<file path="src/rtl/lsch_pkg.sv">
// ----------------------------------------------------------------------------
// Lottery scheduler package
// Shared sizes, function and status codes, and controller/datapath bundles.
// ----------------------------------------------------------------------------
package lsch_pkg;

  localparam int NumSlots   = 16;
  localparam int SlotW      = (NumSlots > 1) ? $clog2(NumSlots) : 1;
  localparam int SlotPortW  = 4;
  localparam int ArrW       = 16;
  localparam int DemW       = 8;
  localparam int RndW       = 16;
  localparam int CntW       = $clog2(RndW);
  localparam int TickW      = 7;
  localparam int TotW       = $clog2(NumSlots * 127 + 1);
  localparam int TotOutW    = 11;
  localparam int ClockW     = 20;
  localparam int QuantW     = 8;

  localparam logic [ClockW-1:0] ClockMax    = {ClockW{1'b1}};
  localparam logic [QuantW-1:0] QuantumDflt = 8'd5;

  // func codes
  localparam logic [1:0] FuncLoad  = 2'd0;
  localparam logic [1:0] FuncStep  = 2'd1;
  localparam logic [1:0] FuncClear = 2'd2;

  // status codes
  localparam logic [1:0] StOk   = 2'd0;
  localparam logic [1:0] StRan  = 2'd1;
  localparam logic [1:0] StAdv  = 2'd2;
  localparam logic [1:0] StDone = 2'd3;

  typedef struct packed {
    logic load;
    logic clear;
    logic nop;
    logic sum_init;
    logic sum_en;
    logic div_init;
    logic div_step;
    logic pick_en;
    logic fin_done;
    logic fin_adv;
    logic fin_run;
  } lsch_cmd_t;

  typedef struct packed {
    logic idx_last;
    logic pending;
    logic total_zero;
    logic found;
    logic div_last;
    logic hit;
  } lsch_stat_t;

endpackage

</file>
<file path="src/rtl/lsch_cfg.sv">
// ----------------------------------------------------------------------------
// Lottery scheduler register port
// APB-style access to the quantum register.
// ----------------------------------------------------------------------------
module lsch_cfg
  import lsch_pkg::*;
(
  input  logic              clk_i,
  input  logic              rst_ni,
  input  logic              psel,
  input  logic              penable,
  input  logic              pwrite,
  input  logic [2:0]        paddr,
  input  logic [31:0]       pwdata,
  output logic [31:0]       prdata,
  output logic              pready,
  output logic [QuantW-1:0] quantum_o
);

  logic [QuantW-1:0] quantum_q, quantum_d;
  logic              wr_en;

  // register 0 sits at byte address 0; address 4 is outside the map
  assign wr_en = psel && penable && pwrite && !paddr[2];

  always_comb begin
    quantum_d = quantum_q;
    if (wr_en) begin
      quantum_d = pwdata[QuantW-1:0];
    end
  end

  always_ff @(posedge clk_i or negedge rst_ni) begin
    if (!rst_ni) begin
      quantum_q <= QuantumDflt;
    end else begin
      quantum_q <= quantum_d;
    end
  end

  assign prdata    = paddr[2] ? 32'd0 : 32'(quantum_q);
  assign pready    = 1'b1;
  assign quantum_o = quantum_q;

endmodule

</file>
<file path="src/rtl/lsch_dp.sv">
// ----------------------------------------------------------------------------
// Lottery scheduler datapath
// Slot table, clock, ticket accumulators, draw divider and result registers.
// ----------------------------------------------------------------------------
module lsch_dp
  import lsch_pkg::*;
(
  input  logic                 clk_i,
  input  logic                 rst_ni,
  input  lsch_cmd_t            cmd_i,
  output lsch_stat_t           stat_o,
  input  logic [QuantW-1:0]    quantum_i,
  input  logic [SlotPortW-1:0] slot_i,
  input  logic [ArrW-1:0]      arrival_i,
  input  logic [DemW-1:0]      demand_i,
  input  logic [RndW-1:0]      random_word_i,
  output logic                 result_valid_o,
  output logic [1:0]           status_o,
  output logic [SlotPortW-1:0] winner_o,
  output logic [DemW-1:0]      remaining_o,
  output logic [TickW-1:0]     winner_tickets_o,
  output logic [TotOutW-1:0]   total_tickets_o,
  output logic [ClockW-1:0]    clock_res_o
);

  logic [ArrW-1:0]  arrival_q [NumSlots];
  logic [DemW-1:0]  demand_q  [NumSlots];
  logic [ClockW-1:0] time_q;

  logic [SlotW-1:0] idx_q, win_q;
  logic [TotW-1:0]  total_q, rem_q, acc_q;
  logic             pending_q, found_q;
  logic [ArrW-1:0]  next_q;
  logic [RndW-1:0]  rnd_q;
  logic [CntW-1:0]  cnt_q;
  logic [TickW-1:0] wt_q;

  logic             res_valid_q;
  logic [1:0]       res_status_q;
  logic [SlotPortW-1:0] res_win_q;
  logic [DemW-1:0]  res_rem_q;
  logic [TickW-1:0] res_wt_q;
  logic [TotOutW-1:0] res_tot_q;

  logic [ArrW-1:0]  rd_arr;
  logic [DemW-1:0]  rd_dem;
  logic             ready;
  logic [TickW-1:0] tick;
  logic [TotW-1:0]  acc_n;
  logic [TotW:0]    trial;
  logic             trial_ge;
  logic [TotW-1:0]  rem_n;
  logic [DemW-1:0]  win_dem, run_amt, new_dem;
  logic [QuantW-1:0] q_eff;
  logic [ClockW:0]  time_sum;
  logic [ClockW-1:0] time_run;
  logic             wr_ok;
  logic [SlotW-1:0] wr_idx;
  logic             idx_last;

  always_comb begin
    rd_arr   = arrival_q[idx_q];
    rd_dem   = demand_q[idx_q];
    ready    = (rd_dem != '0) && (ClockW'(rd_arr) <= time_q);
    if (!ready) begin
      tick = '0;
    end else if (rd_dem[DemW-1:1] == '0) begin
      tick = TickW'(1);
    end else begin
      tick = rd_dem[DemW-1:1];
    end
    acc_n    = TotW'(acc_q + TotW'(tick));
    idx_last = (idx_q == SlotW'(NumSlots - 1));

    // one restoring step of random_word mod total
    trial    = {rem_q, rnd_q[RndW-1]};
    trial_ge = (trial >= {1'b0, total_q});
    rem_n    = trial_ge ? TotW'(trial - {1'b0, total_q}) : TotW'(trial);

    win_dem  = demand_q[win_q];
    q_eff    = (quantum_i == '0) ? QuantumDflt : quantum_i;
    run_amt  = (win_dem < q_eff) ? win_dem : q_eff;
    new_dem  = win_dem - run_amt;
    time_sum = {1'b0, time_q} + (ClockW+1)'(run_amt);
    time_run = (time_sum > {1'b0, ClockMax}) ? ClockMax : time_sum[ClockW-1:0];

    wr_ok    = (32'(slot_i) < 32'(NumSlots));
    wr_idx   = SlotW'(slot_i);
  end

  assign stat_o.idx_last   = idx_last;
  assign stat_o.pending    = pending_q;
  assign stat_o.total_zero = (total_q == '0);
  assign stat_o.found      = found_q;
  assign stat_o.div_last   = (cnt_q == CntW'(RndW - 1));
  assign stat_o.hit        = (tick != '0) && (rem_q < acc_n);

  // slot demand and clock
  always_ff @(posedge clk_i or negedge rst_ni) begin
    if (!rst_ni) begin
      for (int i = 0; i < NumSlots; i++) begin
        demand_q[i] <= '0;
      end
      time_q <= '0;
    end else begin
      if (cmd_i.load && wr_ok) begin
        demand_q[wr_idx] <= demand_i;
      end
      if (cmd_i.clear) begin
        for (int i = 0; i < NumSlots; i++) begin
          demand_q[i] <= '0;
        end
        time_q <= '0;
      end
      if (cmd_i.fin_adv) begin
        time_q <= ClockW'(next_q);
      end
      if (cmd_i.fin_run) begin
        demand_q[win_q] <= new_dem;
        time_q          <= time_run;
      end
    end
  end

  always_ff @(posedge clk_i) begin
    if (cmd_i.load && wr_ok) begin
      arrival_q[wr_idx] <= arrival_i;
    end
  end

  // walk, divider and pick registers
  always_ff @(posedge clk_i) begin
    if (cmd_i.sum_init) begin
      idx_q     <= '0;
      total_q   <= '0;
      pending_q <= 1'b0;
      found_q   <= 1'b0;
      next_q    <= '0;
      rnd_q     <= random_word_i;
    end
    if (cmd_i.sum_en) begin
      idx_q   <= idx_last ? '0 : idx_q + SlotW'(1);
      total_q <= TotW'(total_q + TotW'(tick));
      if (rd_dem != '0) begin
        pending_q <= 1'b1;
        // track the earliest later arrival
        if ((ClockW'(rd_arr) > time_q) && (!found_q || rd_arr < next_q)) begin
          next_q  <= rd_arr;
          found_q <= 1'b1;
        end
      end
    end
    if (cmd_i.div_init) begin
      rem_q <= '0;
      cnt_q <= '0;
      acc_q <= '0;
      idx_q <= '0;
    end
    if (cmd_i.div_step) begin
      rem_q <= rem_n;
      rnd_q <= {rnd_q[RndW-2:0], 1'b0};
      cnt_q <= cnt_q + CntW'(1);
    end
    if (cmd_i.pick_en) begin
      acc_q <= acc_n;
      idx_q <= idx_last ? '0 : idx_q + SlotW'(1);
      win_q <= idx_q;
      wt_q  <= tick;
    end
  end

  // result registers
  always_ff @(posedge clk_i or negedge rst_ni) begin
    if (!rst_ni) begin
      res_valid_q <= 1'b0;
    end else begin
      res_valid_q <= cmd_i.load || cmd_i.clear || cmd_i.nop || cmd_i.fin_done ||
                     cmd_i.fin_adv || cmd_i.fin_run;
    end
  end

  always_ff @(posedge clk_i) begin
    if (cmd_i.fin_run) begin
      res_status_q <= StRan;
      res_win_q    <= SlotPortW'(win_q);
      res_rem_q    <= new_dem;
      res_wt_q     <= wt_q;
      res_tot_q    <= TotOutW'(total_q);
    end else begin
      if (cmd_i.fin_done) begin
        res_status_q <= StDone;
      end else if (cmd_i.fin_adv) begin
        res_status_q <= StAdv;
      end else begin
        res_status_q <= StOk;
      end
      res_win_q <= '0;
      res_rem_q <= '0;
      res_wt_q  <= '0;
      res_tot_q <= '0;
    end
  end

  assign result_valid_o   = res_valid_q;
  assign status_o         = res_status_q;
  assign winner_o         = res_win_q;
  assign remaining_o      = res_rem_q;
  assign winner_tickets_o = res_wt_q;
  assign total_tickets_o  = res_tot_q;
  assign clock_res_o      = time_q;

endmodule

</file>
<file path="src/rtl/lsch_ctrl.sv">
// ----------------------------------------------------------------------------
// Lottery scheduler controller
// Sequences the ticket sum, the draw division and the winner search.
// ----------------------------------------------------------------------------
module lsch_ctrl
  import lsch_pkg::*;
(
  input  logic       clk_i,
  input  logic       rst_ni,
  input  logic       start_i,
  input  logic [1:0] func_i,
  input  lsch_stat_t stat_i,
  output lsch_cmd_t  cmd_o,
  output logic       busy_o
);

  localparam logic [2:0] StIdle   = 3'd0;
  localparam logic [2:0] StSum    = 3'd1;
  localparam logic [2:0] StDecide = 3'd2;
  localparam logic [2:0] StDiv    = 3'd3;
  localparam logic [2:0] StPick   = 3'd4;
  localparam logic [2:0] StRun    = 3'd5;

  logic [2:0] state_q, state_d;

  always_comb begin
    state_d = state_q;
    cmd_o   = '0;
    unique case (state_q)
      StIdle: begin
        if (start_i) begin
          unique case (func_i)
            FuncLoad:  cmd_o.load = 1'b1;
            FuncClear: cmd_o.clear = 1'b1;
            FuncStep: begin
              cmd_o.sum_init = 1'b1;
              state_d        = StSum;
            end
            default:   cmd_o.nop = 1'b1;
          endcase
        end
      end
      StSum: begin
        cmd_o.sum_en = 1'b1;
        if (stat_i.idx_last) begin
          state_d = StDecide;
        end
      end
      StDecide: begin
        if (!stat_i.pending) begin
          cmd_o.fin_done = 1'b1;
          state_d        = StIdle;
        end else if (stat_i.total_zero) begin
          cmd_o.fin_adv  = stat_i.found;
          cmd_o.fin_done = !stat_i.found;
          state_d        = StIdle;
        end else begin
          cmd_o.div_init = 1'b1;
          state_d        = StDiv;
        end
      end
      StDiv: begin
        cmd_o.div_step = 1'b1;
        if (stat_i.div_last) begin
          state_d = StPick;
        end
      end
      StPick: begin
        cmd_o.pick_en = 1'b1;
        // the draw is below the total, so a hit comes by the last slot
        if (stat_i.hit || stat_i.idx_last) begin
          state_d = StRun;
        end
      end
      StRun: begin
        cmd_o.fin_run = 1'b1;
        state_d       = StIdle;
      end
      default: state_d = StIdle;
    endcase
  end

  always_ff @(posedge clk_i or negedge rst_ni) begin
    if (!rst_ni) begin
      state_q <= StIdle;
    end else begin
      state_q <= state_d;
    end
  end

  assign busy_o = (state_q != StIdle);

endmodule

</file>
<file path="src/rtl/lottery_scheduler.sv">
// Latency: load, clear and unused func report one cycle after acceptance and
// leave busy low, so such items can be taken every cycle.
// A step sums the tickets over every slot in turn, decides, divides the random word
// by the ticket total, searches the slots for the winner and updates it; with no
// ready slot it ends at the decide state, without the divide and the search.
// Reset (rst_ni low, async) empties all slots, zeroes the clock, sets quantum 5.
module lottery_scheduler
  import lsch_pkg::*;
(
  input  logic                 clk_i,
  input  logic                 rst_ni,
  input  logic                 start,
  output logic                 busy,
  input  logic [1:0]           func_i,
  input  logic [SlotPortW-1:0] slot_i,
  input  logic [ArrW-1:0]      arrival_i,
  input  logic [DemW-1:0]      demand_i,
  input  logic [RndW-1:0]      random_word_i,
  output logic                 result_valid_o,
  output logic [1:0]           status_o,
  output logic [SlotPortW-1:0] winner_o,
  output logic [DemW-1:0]      remaining_o,
  output logic [TickW-1:0]     winner_tickets_o,
  output logic [TotOutW-1:0]   total_tickets_o,
  output logic [ClockW-1:0]    clock_res_o,
  input  logic                 psel,
  input  logic                 penable,
  input  logic                 pwrite,
  input  logic [2:0]           paddr,
  input  logic [31:0]          pwdata,
  output logic [31:0]          prdata,
  output logic                 pready
);

  lsch_cmd_t         cmd;
  lsch_stat_t        stat;
  logic [QuantW-1:0] quantum;

  lsch_cfg u_cfg (
    .clk_i     (clk_i),
    .rst_ni    (rst_ni),
    .psel      (psel),
    .penable   (penable),
    .pwrite    (pwrite),
    .paddr     (paddr),
    .pwdata    (pwdata),
    .prdata    (prdata),
    .pready    (pready),
    .quantum_o (quantum)
  );

  lsch_ctrl u_ctrl (
    .clk_i   (clk_i),
    .rst_ni  (rst_ni),
    .start_i (start),
    .func_i  (func_i),
    .stat_i  (stat),
    .cmd_o   (cmd),
    .busy_o  (busy)
  );

  lsch_dp u_dp (
    .clk_i            (clk_i),
    .rst_ni           (rst_ni),
    .cmd_i            (cmd),
    .stat_o           (stat),
    .quantum_i        (quantum),
    .slot_i           (slot_i),
    .arrival_i        (arrival_i),
    .demand_i         (demand_i),
    .random_word_i    (random_word_i),
    .result_valid_o   (result_valid_o),
    .status_o         (status_o),
    .winner_o         (winner_o),
    .remaining_o      (remaining_o),
    .winner_tickets_o (winner_tickets_o),
    .total_tickets_o  (total_tickets_o),
    .clock_res_o      (clock_res_o)
  );

endmodule

</file>
<file path="config.mk">
export PLATFORM = sky130hd
export DESIGN_NAME = lottery_scheduler
export DESIGN_NICKNAME = d
export VERILOG_FILES = /design/src/rtl/lsch_pkg.sv /design/src/rtl/lsch_cfg.sv /design/src/rtl/lsch_dp.sv /design/src/rtl/lsch_ctrl.sv /design/src/rtl/lottery_scheduler.sv
export SDC_FILE = /design/constraint.sdc
export NUM_CORES = 1
export LEC_CHECK = 0
export ABC_CLOCK_PERIOD_IN_PS = 20800
export BUFFER_PORTS_ARGS = -buffer_cell sky130_fd_sc_hd__buf_2
export CAP_MARGIN = 30
export CORE_MARGIN = 3
export CORE_UTILIZATION = 45
export CTS_CLUSTER_SIZE = 8
export DETAILED_ROUTE_END_ITERATION = 10
export GPL_TIMING_DRIVEN = 0
export PLACE_DENSITY = 0.68
export SYNTH_ARGS = -nofsm -noshare
export SYNTH_HDL_FRONTEND = slang
export SYNTH_HIERARCHICAL = 1
export SYNTH_SLANG_ARGS = --single-unit
</file>
<file path="constraint.sdc">
create_clock -name clk_i -period 20.8 [get_ports clk_i]
set_clock_uncertainty 0.2 [all_clocks]
set_input_delay 5.2 -clock clk_i [delete_from_list [all_inputs] [get_ports clk_i]]
set_output_delay 5.2 -clock clk_i [all_outputs]
set_load 0.01 [all_outputs]
</file>
# Yosys cells after proc, flatten, opt, wreduce, memory -nomap -nowiden
# Memories as Yosys holds them, arrays and structs flattened. A register that Yosys moved wholly into a read port is not among the register bits.
# Cells that the tools add are included.
[word_totals] regBits=278 latch_bits=0 ramBits=256 rom_bits=0 n_memories=1
[classes] addsub=7 n_mul=0 n_div=0 n_lt_le_gt_ge=12 eq_ne=14 shifts=0 n_mux=80 n_bitwise=3 n_reduce_logical=34
[memory_table] memory="u_dp.arrival_q" words=16 width=16 read_ports=1 rd_clocked_by_memory_dff=1 write_ports=1 line_no="lsch_dp.sv:26" text="logic [ArrW-1:0] arrival_q [NumSlots];"
[op_table] op="$mux W128" count=3
[op_table] op="$bwmux W128" count=2
[op_table] op="$mux W16" count=6
[op_table] op="$mux W20" count=4
[op_table] op="$mux W8" count=9
[op_table] op="$mux W11" count=6
[op_table] op="$bmux W8 S4" count=2
[op_table] op="$demux W8 S4" count=2
[op_table] op="$mux W4" count=10
[op_table] op="$add A11 B7 Y11" count=2
[op_table] op="$mux W1" count=22
[op_table] op="$add A20 B8 Y21" count=1
[op_table] op="$gt A21 B20 Y1 const B" count=1
[op_table] op="$gt A16 B20 Y1" count=1
[op_table] op="$le A16 B20 Y1" count=1
[op_table] op="$lt A16 B16 Y1" count=1
[op_table] op="$ge A5 B5 Y1 const B" count=3
[op_table] op="$mux W3" count=5
[op_table] op="$not A4 Y5" count=3
[op_table] op="$pmux W3 S5" count=1
[op_table] op="$mux W7" count=2
[op_table] op="$ge A12 B11 Y1" count=1
[op_table] op="$mux W2" count=6
[op_table] op="$logic_not A11 Y1" count=1
[op_table] op="other kinds (29)" count=55

# Longest topological paths before layout
[depth] ltp_word=13 ltp_mapped=28

# Hierarchy
# Netlist, hierarchy kept.
[by_module_without_submodules] mod="lsch_dp" instances=1 cells_each=1886 area_each_um2=26241.4 seq_area_each_um2=14528.9
[by_module_without_submodules] mod="lsch_cfg" instances=1 cells_each=52 area_each_um2=581.8 seq_area_each_um2=202.7
[by_module_without_submodules] mod="lsch_ctrl" instances=1 cells_each=37 area_each_um2=337.8 seq_area_each_um2=75.1

# Worst setup path after synthesis
# No wires, ideal clock.
[synth_path] kind="in2out" start="in paddr[2]" end="out prdata[0]" arrival_ns=5.412 t_required_ns=15.400 path_slack_ns=9.988 stages=1 path_buffers=0 cell_sequence="and2b_2"
[synth_via] elab_chain_cells=1
[synth_lines] item="start, declared" line_no="lottery_scheduler.sv:29" text="input logic [2:0] paddr,"
[synth_lines] item="$mux W8" line_no="lsch_cfg.sv:41" text="assign prdata = paddr[2] ? 32'd0 : 32'(quantum_q);"
[synth_lines] item="end, declared" line_no="lottery_scheduler.sv:31" text="output logic [31:0] prdata,"
# No other way between the ends.

# Worst setup path after layout
[layout_path] start="in paddr[2]" end="out prdata[5]"
# The elaborated chain is that of the path after synthesis.

==> metrics.txt <==
outcome complete, no violations; Hold/Removal Path Class reg -> reg; Max Clk Rate 89.9 MHz; # setup viols final 0; Worst-Margin Slew 1.03 ns; I/O Buffers 120; Max Fanout on Critical Path 9; final wirelength between 70000 and 80000 µm; Power, Total between 5 and 6 mW; Flop pwr share about 30%; register area share after synthesis a little over half; Hold Vio Cnt, Final 0; RSZ-0062 raised after global routing false; FP Rows 89; via count approximately 19000; io pins 174; Post-synth EDFFs 323; die height 252 µm; CP Class in -> out; Final Non-Filler Cells 3048; setup TNS 0 ns; P_sw 2.04 mW; Post-DP HPWL 53500 µm; relative max-transition margin a little under a third; Syn Area/Cell 13.8 µm²; CTS max path bufs 3; synthesized cell area 27200 µm²; Mapped Cells around 2000; # DRC 0; CTS tree done; Max IR drop VDD roughly 170 µV; Final ANT Viol Nets 0; crit path launch type primary input; CTS Hold Bufs 0; Top FF cell, synth edfxtp_1; Final GP Congestion between 0.9 and 1; Ys Warns 6; most frequent cells in the layout edfxtp_1 (323), dfrtp_1 (158), mux2i_1 (144); # resized after CTS 0; gr usage total 24.2%; global-route wire length before repair 116000 µm; leakage around 12 nW; critical path capture point type primary output; Clk pwr share 23.1%; synthesis-stage register bit count 538; die width approximately 250 µm; cell area power density 161 nW/µm²; vias in the first global route 19214; H-tree depth 3; Post-DP Area 29100 µm²; # fillers between 4000 and 5000; largest net degree at the start of global routing 118; die area ~63000 µm²; Fin Hold WS 0.238 ns; commonest non-fill, non-tap cell in the layout edfxtp_1; Core Region 59400 µm²; worst path arrival time 5.72 ns; max_cap viols 0; post-layout instance area 31500 µm²; drt pass-1 iters 7; Skew-Pair Late Insertion Delay 0.62 ns; Pint 3.04 mW; final slew viol count 0; initial antenna violation count 8; CTS Sinks roughly 540; Synth-to-Final Area Change 16.0%; final net count 2400; Worst EP required 15.40 ns; DR iter-0 viols 1968; setup bufs post-CTS 0; Comb pwr share 46.6%; total CTS buffers 77; Yosys cell types 85; Initial Utilization 45.8%; Final min period 11.12 ns; Placed Cells 2905; final period utilization 53.5%; share of cells above drive strength 1 between 20% and 30%; Sw Ratio 40.2%; Post-synth ARST share between 20% and 30%; vias per cell 6.19; Avg WL per Cell 25.2 µm; Root Driver clkbuf_16; gr ovfl total 0; Clock transition at path regs 0.05 ns
[area by class of cell]
cell class	instances	area (µm²)	area share, %
antenna	2	5.00	0.0159
buffer	141	718	2.28
clock buffer	127	2140	6.78
clock inverter	7	141	0.449
inverter	85	319	1.01
multi-input combinational	1234	11500	36.4
sequential	538	14800	47.0
tap	773	967	3.07
timing repair buffer	141	942	2.99
[synthesized netlist by cell type, types with 15 or more instances]
cell	n	share of area, %
o22ai_1	112	2.6
xor2_1	15	0.48
a21oi_1	52	0.96
buf_4	30	0.83
buf_1	22	0.30
edfxtp_1	323	36
nor3_1	22	0.41
mux4_2	135	11
a22o_1	21	0.68
a21o_1	18	0.50
mux4_1	16	1.5
mux2_2	22	0.91
dfxtp_1	55	4.1
inv_1	83	1.1
and2_1	22	0.51
ha_1	90	4.1
nand3_1	27	0.50
nand2_1	64	0.88
o21ai_0	45	0.83
xnor2_1	20	0.64
nor2_1	109	1.5
mux2i_1	144	5.3
nand2b_1	33	0.76
dfrtp_1	158	15
o221ai_1	16	0.52
nor2b_1	32	0.74
clkbuf_1	78	1.1
[power by group through the flow]
stage                     clock [mW]  sequential [mW]  combinational, mW
after global routing            1.24             1.55               2.57
after detailed placement           0             1.55               2.29
after floorplan                    0             1.48               1.63
after global placement             0             1.53               2.19
after CTS                       1.20             1.53               2.31
final                           1.18             1.54               2.37
[registers in the layout, summed over array words and instances (netlist names), 16 cells and up, named ones only]
register and count:
u_dp/arrival_q 256, u_dp/demand_q 128, u_dp/clock_res_o 20, u_dp/next_q 16, u_dp/rnd_q 16
[path summary, 6_finish.rpt]
kind | start | to | slack, ns | cells past startpoint
max | paddr[2] | prdata[5] | 9.68 | 3
min | u_dp/wt_q[6] | u_dp/winner_tickets_o[6] | 0.24 | 1
max reg2reg | register | u_ctrl/state_q[0] | 12.60 | 28
min reg2reg | u_dp/wt_q[6] | u_dp/winner_tickets_o[6] | 0.24 | 1
max in group asynchronous | rst_ni | u_dp/demand_q[108] | 15.17 | 2
min in group asynchronous | rst_ni | u_cfg/quantum_o[3] | 4.30 | 1
[stage by stage]
stage	util (%)	setup slack, ns
after floorplan	-	9.99
after global placement	48.5	9.69
after detailed placement	49.1	9.68
after CTS	52.9	9.68
after global routing	53.1	9.66
final	53.1	9.68
[critical path: stages]
cell and delay, ns:
buf_2 0.15, and2b_2 0.24, buf_2 0.13
[cells by family after synthesis]
logic type      Yosys count  synth area share (%)
buf+inv                 226                  3.81
other cells               2                0.0276
simple gates            397                  7.73
fa+ha+maj                95                  4.51
compound gates          357                  8.86
xor+xnor                 35                  1.13
flops                   538                  54.5
mux                     325                  19.4
[layer usage]
| layer | routed length [µm] | vias to the layer above | GRT usage, % |
|---|---|---|---|
| met5 | 52 | - | 0 |
| met2 | 35500 | 1022 | 37.8 |
| li1 | - | 8125 | - |
| met3 | 7850 | 183 | 6.03 |
| met4 | 2570 | 12 | 9.56 |
| met1 | 30900 | 9522 | 32.7 |
No activity file was read; power rests on OpenSTA's default activity.
